[src/hw/rtl/assert_macros.svh]
// Assertion macros used by the PID step engine RTL.
`ifndef ASSERT_MACROS_SVH
`define ASSERT_MACROS_SVH

// Clocked check, held off while reset is asserted.
`define ASSERT_CLK(label, prop, msg) \
  label: assert property (@(posedge clk) disable iff (!rst_n) prop) else $error(msg);

// Clocked check that also applies during reset.
`define ASSERT_ALWAYS(label, prop, msg) \
  label: assert property (@(posedge clk) prop) else $error(msg);

`endif

[src/hw/rtl/pidc_pkg.sv]
// Shared types and constants of the PID step engine.
package pidc_pkg;

  // Action selected by each request
  typedef enum logic [1:0] {
    MODE_RUN       = 2'd0,
    MODE_INTEGRATE = 2'd1,
    MODE_DIFF      = 2'd2,
    MODE_RESTART   = 2'd3
  } mode_t;

  // Control that travels with an item between pipeline stages
  typedef struct packed {
    logic  valid;
    mode_t mode;
  } item_ctl_t;

  // Configuration register layout
  localparam int GAIN_W     = 24;
  localparam int BOUND_W    = 16;
  localparam int CFG_DATA_W = 24;
  localparam int CFG_IDX_W  = 2;

  localparam logic [CFG_IDX_W-1:0] CFG_GAIN    = 2'd0;
  localparam logic [CFG_IDX_W-1:0] CFG_INT_MIN = 2'd1;
  localparam logic [CFG_IDX_W-1:0] CFG_INT_MAX = 2'd2;

  localparam logic [GAIN_W-1:0]  GAIN_RESET    = 24'd65536;
  localparam logic [BOUND_W-1:0] INT_MIN_RESET = 16'd0;
  localparam logic [BOUND_W-1:0] INT_MAX_RESET = 16'd1;

endpackage

[src/hw/rtl/pid_step_with_clamped_integral.sv]
// Top level of the PID step engine: ports, configuration registers, pipeline.
//
//   channel | direction | tdata                            | tuser
//   in_     | request   | process_value, set_point         | mode
//   out_    | result     | drive (zero padded)              | -
//   cfg_    | write      | register value, index in cfg_index | -
//
// Three-stage pipeline: input register, product register (error times gain),
// state/output register. One request per cycle while out_tready is high; a
// result passes through the input, product and state/output registers in turn.
// The error multiply has a stage of its own, which sets the pipeline depth.
// Reset (rst_n low, synchronous) clears all controller state, restores the
// register defaults and empties the pipeline. Each stage holds while the next
// one is full and stalled, so back-pressure on out_ reaches in_tready only
// once every stage is occupied.
module pid_step_with_clamped_integral #(
  parameter int FRAC_BITS    = 16,
  parameter int SAMPLE_WIDTH = 16
) (
  input  logic                                clk,
  input  logic                                rst_n,
  // in_tdata: process_value, set_point (from bit 0), zero padded
  input  logic [((2*SAMPLE_WIDTH+7)/8)*8-1:0] in_tdata,
  // in_tuser: mode
  input  logic [1:0]                          in_tuser,
  input  logic                                in_tvalid,
  output logic                                in_tready,
  // out_tdata: drive, zero padded
  output logic [((FRAC_BITS+8)/8)*8-1:0]      out_tdata,
  output logic                                out_tvalid,
  input  logic                                out_tready,
  input  logic                                cfg_we,
  input  logic [pidc_pkg::CFG_IDX_W-1:0]      cfg_index,
  input  logic [pidc_pkg::CFG_DATA_W-1:0]     cfg_wdata
);
  import pidc_pkg::*;

  localparam int ERR_W      = SAMPLE_WIDTH + GAIN_W + 1;
  localparam int OUT_DATA_W = ((FRAC_BITS + 8) / 8) * 8;

  logic [GAIN_W-1:0]         gain_r;
  logic signed [BOUND_W-1:0] int_min_r;
  logic signed [BOUND_W-1:0] int_max_r;

  item_ctl_t                 s2_ctl;
  logic                      s2_ready;
  logic signed [ERR_W-1:0]   s2_err;
  logic [FRAC_BITS:0]        drive;

  // Configuration registers
  always_ff @(posedge clk) begin
    if (!rst_n) begin
      gain_r    <= GAIN_RESET;
      int_min_r <= INT_MIN_RESET;
      int_max_r <= INT_MAX_RESET;
    end else if (cfg_we) begin
      unique case (cfg_index)
        CFG_GAIN:    gain_r    <= cfg_wdata[GAIN_W-1:0];
        CFG_INT_MIN: int_min_r <= cfg_wdata[BOUND_W-1:0];
        CFG_INT_MAX: int_max_r <= cfg_wdata[BOUND_W-1:0];
        default: begin
        end
      endcase
    end
  end

  pidc_front #(
    .SAMPLE_WIDTH (SAMPLE_WIDTH),
    .ERR_W        (ERR_W)
  ) u_front (
    .clk      (clk),
    .rst_n    (rst_n),
    .in_valid (in_tvalid),
    .in_ready (in_tready),
    .in_mode  (mode_t'(in_tuser)),
    .in_pv    (signed'(in_tdata[SAMPLE_WIDTH-1:0])),
    .in_sp    (signed'(in_tdata[2*SAMPLE_WIDTH-1:SAMPLE_WIDTH])),
    .gain     (gain_r),
    .s2_ctl   (s2_ctl),
    .s2_ready (s2_ready),
    .s2_err   (s2_err)
  );

  pidc_update #(
    .FRAC_BITS (FRAC_BITS),
    .ERR_W     (ERR_W)
  ) u_update (
    .clk       (clk),
    .rst_n     (rst_n),
    .s2_ctl    (s2_ctl),
    .s2_ready  (s2_ready),
    .s2_err    (s2_err),
    .int_min   (int_min_r),
    .int_max   (int_max_r),
    .out_valid (out_tvalid),
    .out_ready (out_tready),
    .drive     (drive)
  );

  assign out_tdata = OUT_DATA_W'(drive);

endmodule

[src/hw/rtl/pidc_front.sv]
// Input register and error multiply stage of the PID step engine.
module pidc_front #(
  parameter int SAMPLE_WIDTH = 16,
  parameter int ERR_W        = 41
) (
  input  logic                         clk,
  input  logic                         rst_n,
  input  logic                         in_valid,
  output logic                         in_ready,
  input  pidc_pkg::mode_t              in_mode,
  input  logic signed [SAMPLE_WIDTH-1:0] in_pv,
  input  logic signed [SAMPLE_WIDTH-1:0] in_sp,
  input  logic [pidc_pkg::GAIN_W-1:0]  gain,
  output pidc_pkg::item_ctl_t          s2_ctl,
  input  logic                         s2_ready,
  output logic signed [ERR_W-1:0]      s2_err
);
  import pidc_pkg::*;

  localparam int DIFF_W = SAMPLE_WIDTH + 1;
  localparam int PROD_W = DIFF_W + GAIN_W + 1;

  logic                          v1_r;
  mode_t                         mode1_r;
  logic signed [SAMPLE_WIDTH-1:0] pv1_r;
  logic signed [SAMPLE_WIDTH-1:0] sp1_r;
  logic                          v2_r;
  mode_t                         mode2_r;
  logic signed [ERR_W-1:0]       err2_r;

  logic                          en1;
  logic                          en2;
  logic signed [DIFF_W-1:0]      diff;
  logic signed [PROD_W-1:0]      prod;

  // Stage enables: a stage moves when it is empty or its successor moves
  assign en2      = !v2_r || s2_ready;
  assign en1      = !v1_r || en2;
  assign in_ready = en1;

  // Error and gain product from the registered samples
  assign diff = signed'({sp1_r[SAMPLE_WIDTH-1], sp1_r}) - signed'({pv1_r[SAMPLE_WIDTH-1], pv1_r});
  assign prod = diff * signed'({1'b0, gain});

  // Input register
  always_ff @(posedge clk) begin
    if (!rst_n) begin
      v1_r <= 1'b0;
    end else if (en1) begin
      v1_r <= in_valid;
    end
    if (en1 && in_valid) begin
      mode1_r <= in_mode;
      pv1_r   <= in_pv;
      sp1_r   <= in_sp;
    end
  end

  // Product register
  always_ff @(posedge clk) begin
    if (!rst_n) begin
      v2_r <= 1'b0;
    end else if (en2) begin
      v2_r <= v1_r;
    end
    if (en2 && v1_r) begin
      mode2_r <= mode1_r;
      err2_r  <= prod[ERR_W-1:0];
    end
  end

  assign s2_ctl.valid = v2_r;
  assign s2_ctl.mode  = mode2_r;
  assign s2_err       = err2_r;

endmodule

[src/hw/rtl/pidc_update.sv]
// State update and output register of the PID step engine.
`include "assert_macros.svh"
module pidc_update #(
  parameter int FRAC_BITS = 16,
  parameter int ERR_W     = 41
) (
  input  logic                                 clk,
  input  logic                                 rst_n,
  input  pidc_pkg::item_ctl_t                  s2_ctl,
  output logic                                 s2_ready,
  input  logic signed [ERR_W-1:0]              s2_err,
  input  logic signed [pidc_pkg::BOUND_W-1:0]  int_min,
  input  logic signed [pidc_pkg::BOUND_W-1:0]  int_max,
  output logic                                 out_valid,
  input  logic                                 out_ready,
  output logic [FRAC_BITS:0]                   drive
);
  import pidc_pkg::*;

  localparam int DER_W = ERR_W + 1;
  localparam int INT_W = BOUND_W + FRAC_BITS + 1;
  localparam int DRV_W = FRAC_BITS + 1;
  localparam int ACC_W = ((DER_W > INT_W) ? DER_W : INT_W) + 2;
  localparam int PAD_W = ACC_W - BOUND_W - FRAC_BITS;

  logic signed [ERR_W-1:0] scaled_error_r, scaled_error_nxt;
  logic signed [INT_W-1:0] integral_r, integral_nxt;
  logic signed [DER_W-1:0] deriv_r, deriv_nxt;
  logic signed [ERR_W-1:0] prev_err_r, prev_err_nxt;
  logic [DRV_W-1:0]        drive_level_r, drive_level_nxt;
  logic                    out_valid_r;

  logic                    en3;
  logic                    take;
  logic signed [ACC_W-1:0] lo_w, hi_w, one_w;
  logic signed [ACC_W-1:0] run_sum, int_sum, int_ext;

  // Output slot moves when empty or being taken
  assign en3      = !out_valid_r || out_ready;
  assign s2_ready = en3;
  assign take     = s2_ctl.valid && en3;

  // Integral bounds scaled to fixed point
  assign lo_w  = signed'({{PAD_W{int_min[BOUND_W-1]}}, int_min, {FRAC_BITS{1'b0}}});
  assign hi_w  = signed'({{PAD_W{int_max[BOUND_W-1]}}, int_max, {FRAC_BITS{1'b0}}});
  assign one_w = signed'(ACC_W'(1) << FRAC_BITS);

  assign int_ext = ACC_W'(integral_r);
  assign run_sum = ACC_W'(s2_err) + int_ext + ACC_W'(deriv_r);
  assign int_sum = int_ext + ACC_W'(scaled_error_r);

  // Next state per action
  always_comb begin
    scaled_error_nxt = scaled_error_r;
    integral_nxt     = integral_r;
    deriv_nxt        = deriv_r;
    prev_err_nxt     = prev_err_r;
    drive_level_nxt  = drive_level_r;
    unique case (s2_ctl.mode)
      MODE_RUN: begin
        scaled_error_nxt = s2_err;
        if (run_sum < 0) begin
          drive_level_nxt = '0;
        end else if (run_sum > one_w) begin
          drive_level_nxt = one_w[DRV_W-1:0];
        end else begin
          drive_level_nxt = run_sum[DRV_W-1:0];
        end
      end
      MODE_INTEGRATE: begin
        // lower bound is tested first when the bounds are crossed
        priority if (int_sum < lo_w) begin
          integral_nxt = lo_w[INT_W-1:0];
        end else if (int_sum > hi_w) begin
          integral_nxt = hi_w[INT_W-1:0];
        end else begin
          integral_nxt = int_sum[INT_W-1:0];
        end
      end
      MODE_DIFF: begin
        deriv_nxt    = DER_W'(scaled_error_r) - DER_W'(prev_err_r);
        prev_err_nxt = scaled_error_r;
      end
      MODE_RESTART: begin
        scaled_error_nxt = '0;
        integral_nxt     = '0;
        deriv_nxt        = '0;
        prev_err_nxt     = '0;
        drive_level_nxt  = '0;
      end
      default: begin
      end
    endcase
  end

  // Controller state and output register
  always_ff @(posedge clk) begin
    if (!rst_n) begin
      scaled_error_r <= '0;
      integral_r     <= '0;
      deriv_r        <= '0;
      prev_err_r     <= '0;
      drive_level_r  <= '0;
      out_valid_r    <= 1'b0;
    end else begin
      if (en3) begin
        out_valid_r <= s2_ctl.valid;
      end
      if (take) begin
        scaled_error_r <= scaled_error_nxt;
        integral_r     <= integral_nxt;
        deriv_r        <= deriv_nxt;
        prev_err_r     <= prev_err_nxt;
        drive_level_r  <= drive_level_nxt;
      end
    end
  end

  assign out_valid = out_valid_r;
  assign drive     = drive_level_r;

  `ASSERT_CLK(a_drive_range, ACC_W'(drive_level_r) <= one_w, "drive above full scale")
  `ASSERT_CLK(a_restart_clears, (take && s2_ctl.mode == MODE_RESTART) |=> (drive_level_r == '0 && integral_r == '0 && deriv_r == '0), "restart left state")
  `ASSERT_CLK(a_int_bounds, (take && s2_ctl.mode == MODE_INTEGRATE && lo_w <= hi_w) |=> (int_ext >= $past(lo_w) && int_ext <= $past(hi_w)), "integral outside bounds")
  `ASSERT_ALWAYS(a_rst_empty, !rst_n |=> !out_valid_r, "result valid after reset")

endmodule
[config.mk]
export PLATFORM = sky130hd
export DESIGN_NAME = pid_step_with_clamped_integral
export DESIGN_NICKNAME = d
export VERILOG_FILES = /design/src/hw/rtl/pidc_pkg.sv /design/src/hw/rtl/pid_step_with_clamped_integral.sv /design/src/hw/rtl/pidc_front.sv /design/src/hw/rtl/pidc_update.sv
export VERILOG_INCLUDE_DIRS = /design/src /design/src/hw/rtl
export SDC_FILE = /design/constraint.sdc
export NUM_CORES = 2
export LEC_CHECK = 0
export BUFFER_PORTS_ARGS = -buffer_cell sky130_fd_sc_hd__buf_2
export CORE_MARGIN = 5
export CORE_UTILIZATION = 61
export DETAILED_ROUTE_END_ITERATION = 7
export PLACE_DENSITY = 0.9
export SLEW_MARGIN = 30
export SYNTH_ARGS = -nofsm -noshare
export SYNTH_HDL_FRONTEND = slang
export SYNTH_SLANG_ARGS = --single-unit
[constraint.sdc]
create_clock -name clk -period 10.33 [get_ports clk]
set_clock_uncertainty 0.15 [all_clocks]
set_input_delay 3.099 -clock clk [delete_from_list [all_inputs] [get_ports clk]]
set_output_delay 3.099 -clock clk [all_outputs]
set_load 0.05 [all_outputs]
# Word-level counts from Yosys, hierarchy flattened
# Cells that the tools add are included.
dict set report classes {
  n_addsub 5
  reduce_logical 20
  multipliers 1
  n_lt_le_gt_ge 4
  eq_ne 5
  n_mux 9
}
# op count
set op_table {}
lappend op_table {{$pmux W41 S2} 2}
lappend op_table {{$pmux W42 S2} 1}
lappend op_table {{$mux W33} 2}
lappend op_table {{$pmux W33 S2} 1}
lappend op_table {{$gt A44 B18 Y1 const B} 1}
lappend op_table {{$lt A44 B1 Y1 const B} 1}
lappend op_table {{$add A42 B42 Y43} 1}
lappend op_table {{$add A33 B41 Y42} 1}
lappend op_table {{$add A41 B33 Y42} 1}
lappend op_table {{$gt A42 B32 Y1} 1}
lappend op_table {{$lt A42 B32 Y1} 1}
lappend op_table {{$sub A41 B41 Y42} 1}
lappend op_table {{$mul A17 B25 Y41} 1}
lappend op_table {{$mux W17} 2}
lappend op_table {{$pmux W17 S2} 1}
lappend op_table {{$sub A16 B16 Y17} 1}
lappend op_table {{$reduce_and A2 Y1} 6}
lappend op_table {{$eq A2 B2 Y1 const B} 3}
lappend op_table {{$reduce_bool A2 Y1} 3}
lappend op_table {{$eq A2 B1 Y1 const B} 2}
lappend op_table {{$logic_not A2 Y1} 2}
lappend op_table {{$logic_and A1 B1 Y1} 3}
lappend op_table {{$logic_not A1 Y1} 3}
lappend op_table {{$logic_or A1 B1 Y1} 3}
dict set report word_totals {
  output_inout_bits 26
  wordCells 60
  reg_bits 310
}

# Logic depth before layout (Yosys ltp)
dict set report logic_depth {
  word_depth 6
  mapped_depth 37
  depth_no_buf 36
}

# By module
# A second synthesis with hierarchy kept.
dict set report hier_totals {
  cells_unflattened 4067
  hier_area_um2 35501.5
}
# mod area_per_inst_um2 instances cells_each seq_area_each_um2
set by_module_without_submodules {}
lappend by_module_without_submodules {pidc_front 16691.0 1 1776 2352.3}
lappend by_module_without_submodules {pidc_update 16569.6 1 2071 3503.4}
lappend by_module_without_submodules {pid_step_with_clamped_integral 2240.9 1 220 1121.1}

# Worst setup path before layout
# Ideal clock, no wire load.
dict set report synth_timing {
  kind {reg-to-reg}
  from {reg u_front.pv1_r[0]}
  to {reg u_front.err2_r[39] (netlist: u_front.s2_err[39]) (data pin)}
  required_time_ns 9.917
  synth_period_minus_slack_ns 8.904
  arrival_ns 8.491
  path_stages_with_launch 34
  path_buffers 1
  path_slack_ns 1.426
  cell_sequence {edfxtp_1 -> ha_1 -> fa_1 -> nor2b_1 -> o21ai_0 -> a21boi_0 -> o21ai_0 -> a211o_1 -> o211a_1 -> o41a_1 -> xnor2_1 -> clkbuf_1 -> nand2_1 -> fa_1 -> fa_1 -> inv_1 -> fa_1 -> inv_1 -> fa_1 -> fa_1 -> fa_1 -> inv_1 -> ha_1 -> a211oi_1 -> o21bai_1 -> a2111oi_0 -> a22oi_1 -> nand2_1 -> a31oi_1 -> o41ai_2 -> nor4b_1 -> o31ai_1 -> o41ai_2 -> xnor2_1}
}
dict set report synth_between {
  elab_chain_cells 2
}
# item line_no
set synth_rtl {}
lappend synth_rtl {{from (decl)} pidc_front.sv:25} ;# logic signed [SAMPLE_WIDTH-1:0] pv1_r;
lappend synth_rtl {{from (signal assigned)} pidc_front.sv:54} ;# pv1_r <= in_pv;
lappend synth_rtl {{$sub A16 B16 Y17} pidc_front.sv:42} ;# assign diff = signed'({sp1_r[SAMPLE_WIDTH-1], sp1_r}) - signed'({pv1_r[SAMPLE_WIDTH-1], pv1_r});
lappend synth_rtl {{$mul A17 B25 Y41} pidc_front.sv:43} ;# assign prod = diff * signed'({1'b0, gain});
lappend synth_rtl {{net u_front.prod[39]} pidc_front.sv:34} ;# logic signed [PROD_W-1:0] prod;
lappend synth_rtl {{to (signal assigned)} pidc_front.sv:68} ;# err2_r <= prod[ERR_W-1:0];
lappend synth_rtl {{to (decl)} pidc_front.sv:29} ;# logic signed [ERR_W-1:0] err2_r;
# The timed path passes the listed nets, and every way through them passes these cells.
# A chain may end at the register's enable or synchronous reset.

# Worst setup path after layout
# Same ends and word-level chain as after synthesis.

==> flow_metrics.env <==
export IMPL_status="complete, no violations"
export IMPL_fp_dieH_um=247
export IMPL_crit_buf_inv=4
export IMPL_critical_path_required_ns=10.50
export IMPL_fin_area_sq_mm=0.0368
export IMPL_path_delay_family="adder cells"
export IMPL_insertion_delay_ns=0.58
export IMPL_worst_slew_pin_slew_ns=1.07
export IMPL_dieArea_sq_mm=0.0609
export IMPL_wirelength_met1_mm=34.5
export IMPL_path_max_fanout=24
export IMPL_period_share_pct=95.0
export IMPL_drtPass1Iterations=7
export IMPL_area_growth_pct=7.54
export IMPL_worst_setup_path_end_kind="register"
export IMPL_cts_buffers=37
export IMPL_final_cell_count_no_fill=4700
export IMPL_drc_errors=0
export IMPL_drv_cap=0
export IMPL_power_density_mw_per_mm2=166
export IMPL_initial_core_util_pct=61.8
export IMPL_layout_commonest_cell="inv_1"
export IMPL_tns_ns=0
export IMPL_top_layer="met5"
export IMPL_ant_nets=0
export IMPL_drtIter0Drc=2289
export IMPL_ys_async_sr_fraction_pct=0
export IMPL_p_leak_nw=16.9
export IMPL_drv_slew=0
export IMPL_num_vias=28100
export IMPL_ys_ff_latch=310
export IMPL_synth_edf_count=77
export IMPL_cts_tree="built"
export IMPL_cp_slowest_cell="fa_1"
export IMPL_cts_root_buf="clkbuf_16"
export IMPL_fillers=4170
export IMPL_grt_pass1_vias=28700
export IMPL_dpl_cell_area_sq_mm=0.0353
export IMPL_cts_sinks=310
export IMPL_fin_nets=4689
export IMPL_yosysWarningCount=0
export IMPL_port_buffers=83
export IMPL_maxSlewHeadroom_pct=28.3
export IMPL_antenna_found_initial=9
export IMPL_routed_wirelength_mm=86.0
export IMPL_dieWidth_um=247
export IMPL_row_count=86
export IMPL_multi_input_area_sq_mm=0.0247
export IMPL_slowest_delay_ns=0.55
export IMPL_place_inst=4627
export IMPL_core_sq_mm=0.0553
export IMPL_grtUsageTotal_pct=28.3
export IMPL_cts_max_level=2
export IMPL_hold_viol=0
export IMPL_ys_types=93
export IMPL_grt_pass1_wl_mm=141
export IMPL_gp_routability_congestion=0.934
export IMPL_drive_above_1_share_pct=6.13
export IMPL_final_core_util_pct=66.5
export IMPL_grt_overflow=0
export IMPL_synth_ff_type="dfxtp_1"
export IMPL_setup_viol=0
export IMPL_synth_cells=3925
export IMPL_pre_cts_ws_ns=0.691
export IMPL_startpoint_type="register"
export IMPL_fin_ws_ns=0.518
export IMPL_power_mw=6.11
export IMPL_io_pins=91
export IMPL_yosysSeqAreaShare_pct=20.4
export IMPL_hold_slack_ns=0.269
export IMPL_seqCellArea_sq_mm=0.00698
export IMPL_wire_per_inst_um=18.3
export IMPL_cp_common_cell="fa_1"
export IMPL_ctsHoldBuffers=0
export IMPL_rsz0062_at_grt="false"
export IMPL_synth_area_per_cell_sq_um=8.71
export IMPL_worstPathArrival_ns=9.98
export IMPL_vias_per_cell=5.98
export IMPL_synth_area_sq_mm=0.0342
export IMPL_final_cell_mix="544 x inv_1, 471 x nand2_1, 375 x fa_1"
export IMPL_fmaxAchievable_ghz=0.102
export IMPL_dr_wl_met3_mm=7.74
export IMPL_hpwlAfterDp_mm=67.0
export IMPL_period_minus_slack_ns=9.81
export IMPL_wl_met2_mm=39.8
export IMPL_cts_max_path_buffers=3
export IMPL_max_vdd_ir_drop_mv=0.205
export IMPL_clk_pin_slew_ns=0.06
export IMPL_grt_max_degree=122
export IMPL_hold_path_class="register to register"
export IMPL_critPathKind="register to register"
area by class of cell:
type | count | area share, %
Antenna cell | 4 | 0.0272
Clock buffer | 48 | 2.81
Clock inverter | 20 | 1.00
Inverter | 544 | 5.55
Multi-Input combinational cell | 2905 | 67.1
Sequential cell | 310 | 19.0
Tap cell | 748 | 2.55
Timing Repair Buffer | 121 | 1.97
cell families after synthesis:
| group | synth area share (%) |
|---|---|
| fa+ha+maj | 34.0 |
| other cells | 0.0110 |
| xor+xnor | 3.54 |
| mux | 0.242 |
| flops | 20.4 |
| compound gates | 15.4 |
| simple gates | 18.4 |
| buf+inv | 7.98 |
flip-flops by register name (all words and copies together), names as in the netlist:
register and flops:
u_update.deriv_r 42, u_update.drive 17, u_front.sp1_r 16, u_update.integral_r 33, u_front.mode2_r 2, u_update.scaled_error_r 41, u_front.s2_err 41, u_update.prev_err_r 41
gain_r 24, u_front.pv1_r 16, u_front.v1_r 1, int_max_r 16, u_update.out_valid 1, u_front.mode1_r 2, int_min_r 16, u_front.v2_r 1
worst paths after layout:
kind              cells past startpoint          startpoint                 end  slack (ns)
hold reg to reg                       0  u_front.mode1_r[1]  u_front.mode2_r[1]        0.27
setup reg to reg                     33    u_front.pv1_r[0]  u_front.s2_err[39]        0.52
setup / recovery                     33    u_front.pv1_r[0]  u_front.s2_err[39]        0.52
hold / removal                        0  u_front.mode1_r[1]  u_front.mode2_r[1]        0.27
Yosys cell counts (all sizes together), types with 11 or more instances:
master	count	area share, %
buf	34	0.49
inv	544	6.0
o21a	28	0.62
nor3	43	0.64
nor4	18	0.33
o21bai	14	0.31
nand4	29	0.53
nor2b	191	3.5
nor3b	84	1.8
and3b	17	0.44
and2	96	1.8
a21boi	67	1.5
nand3b	15	0.33
nand2	472	5.2
a21o	69	1.5
a211oi	23	0.53
nor2	142	1.6
a31oi	24	0.46
ha	330	12
xnor2	90	2.3
edfxtp	77	6.8
o211ai	17	0.37
or2	13	0.24
fa	375	22
dfxtp	233	14
nand2b	26	0.48
nand3	41	0.60
clkbuf	138	1.5
a22oi	47	1.0
and3	21	0.38
a21oi	266	3.9
o21ai	157	2.3
a2111oi	11	0.36
xor2	48	1.2
per-layer routing:
metal | vias up | global-route usage (%)
li1 | 13000 | -
met1 | 13500 | 36.4
met2 | 1195 | 46.7
met3 | 337 | 6.03
met4 | 2 | 11.9
met5 | - | 0
what timing repair did:
item	CTS	global route
setup buffers	0	1
gates resized for setup	0	1
hold endpoints to repair	0	0
endpoints found under the setup margin	0	1
where the power goes:
| group | total [mW] | internal, mW | switching, mW |
|---|---|---|---|
| clock | 1.50 | 0.923 | 0.573 |
| combinational | 3.08 | 1.23 | 1.85 |
| sequential | 1.54 | 1.41 | 0.126 |
| total | 6.11 | 3.56 | 2.54 |
No activity file was read; power rests on OpenSTA's default activity.
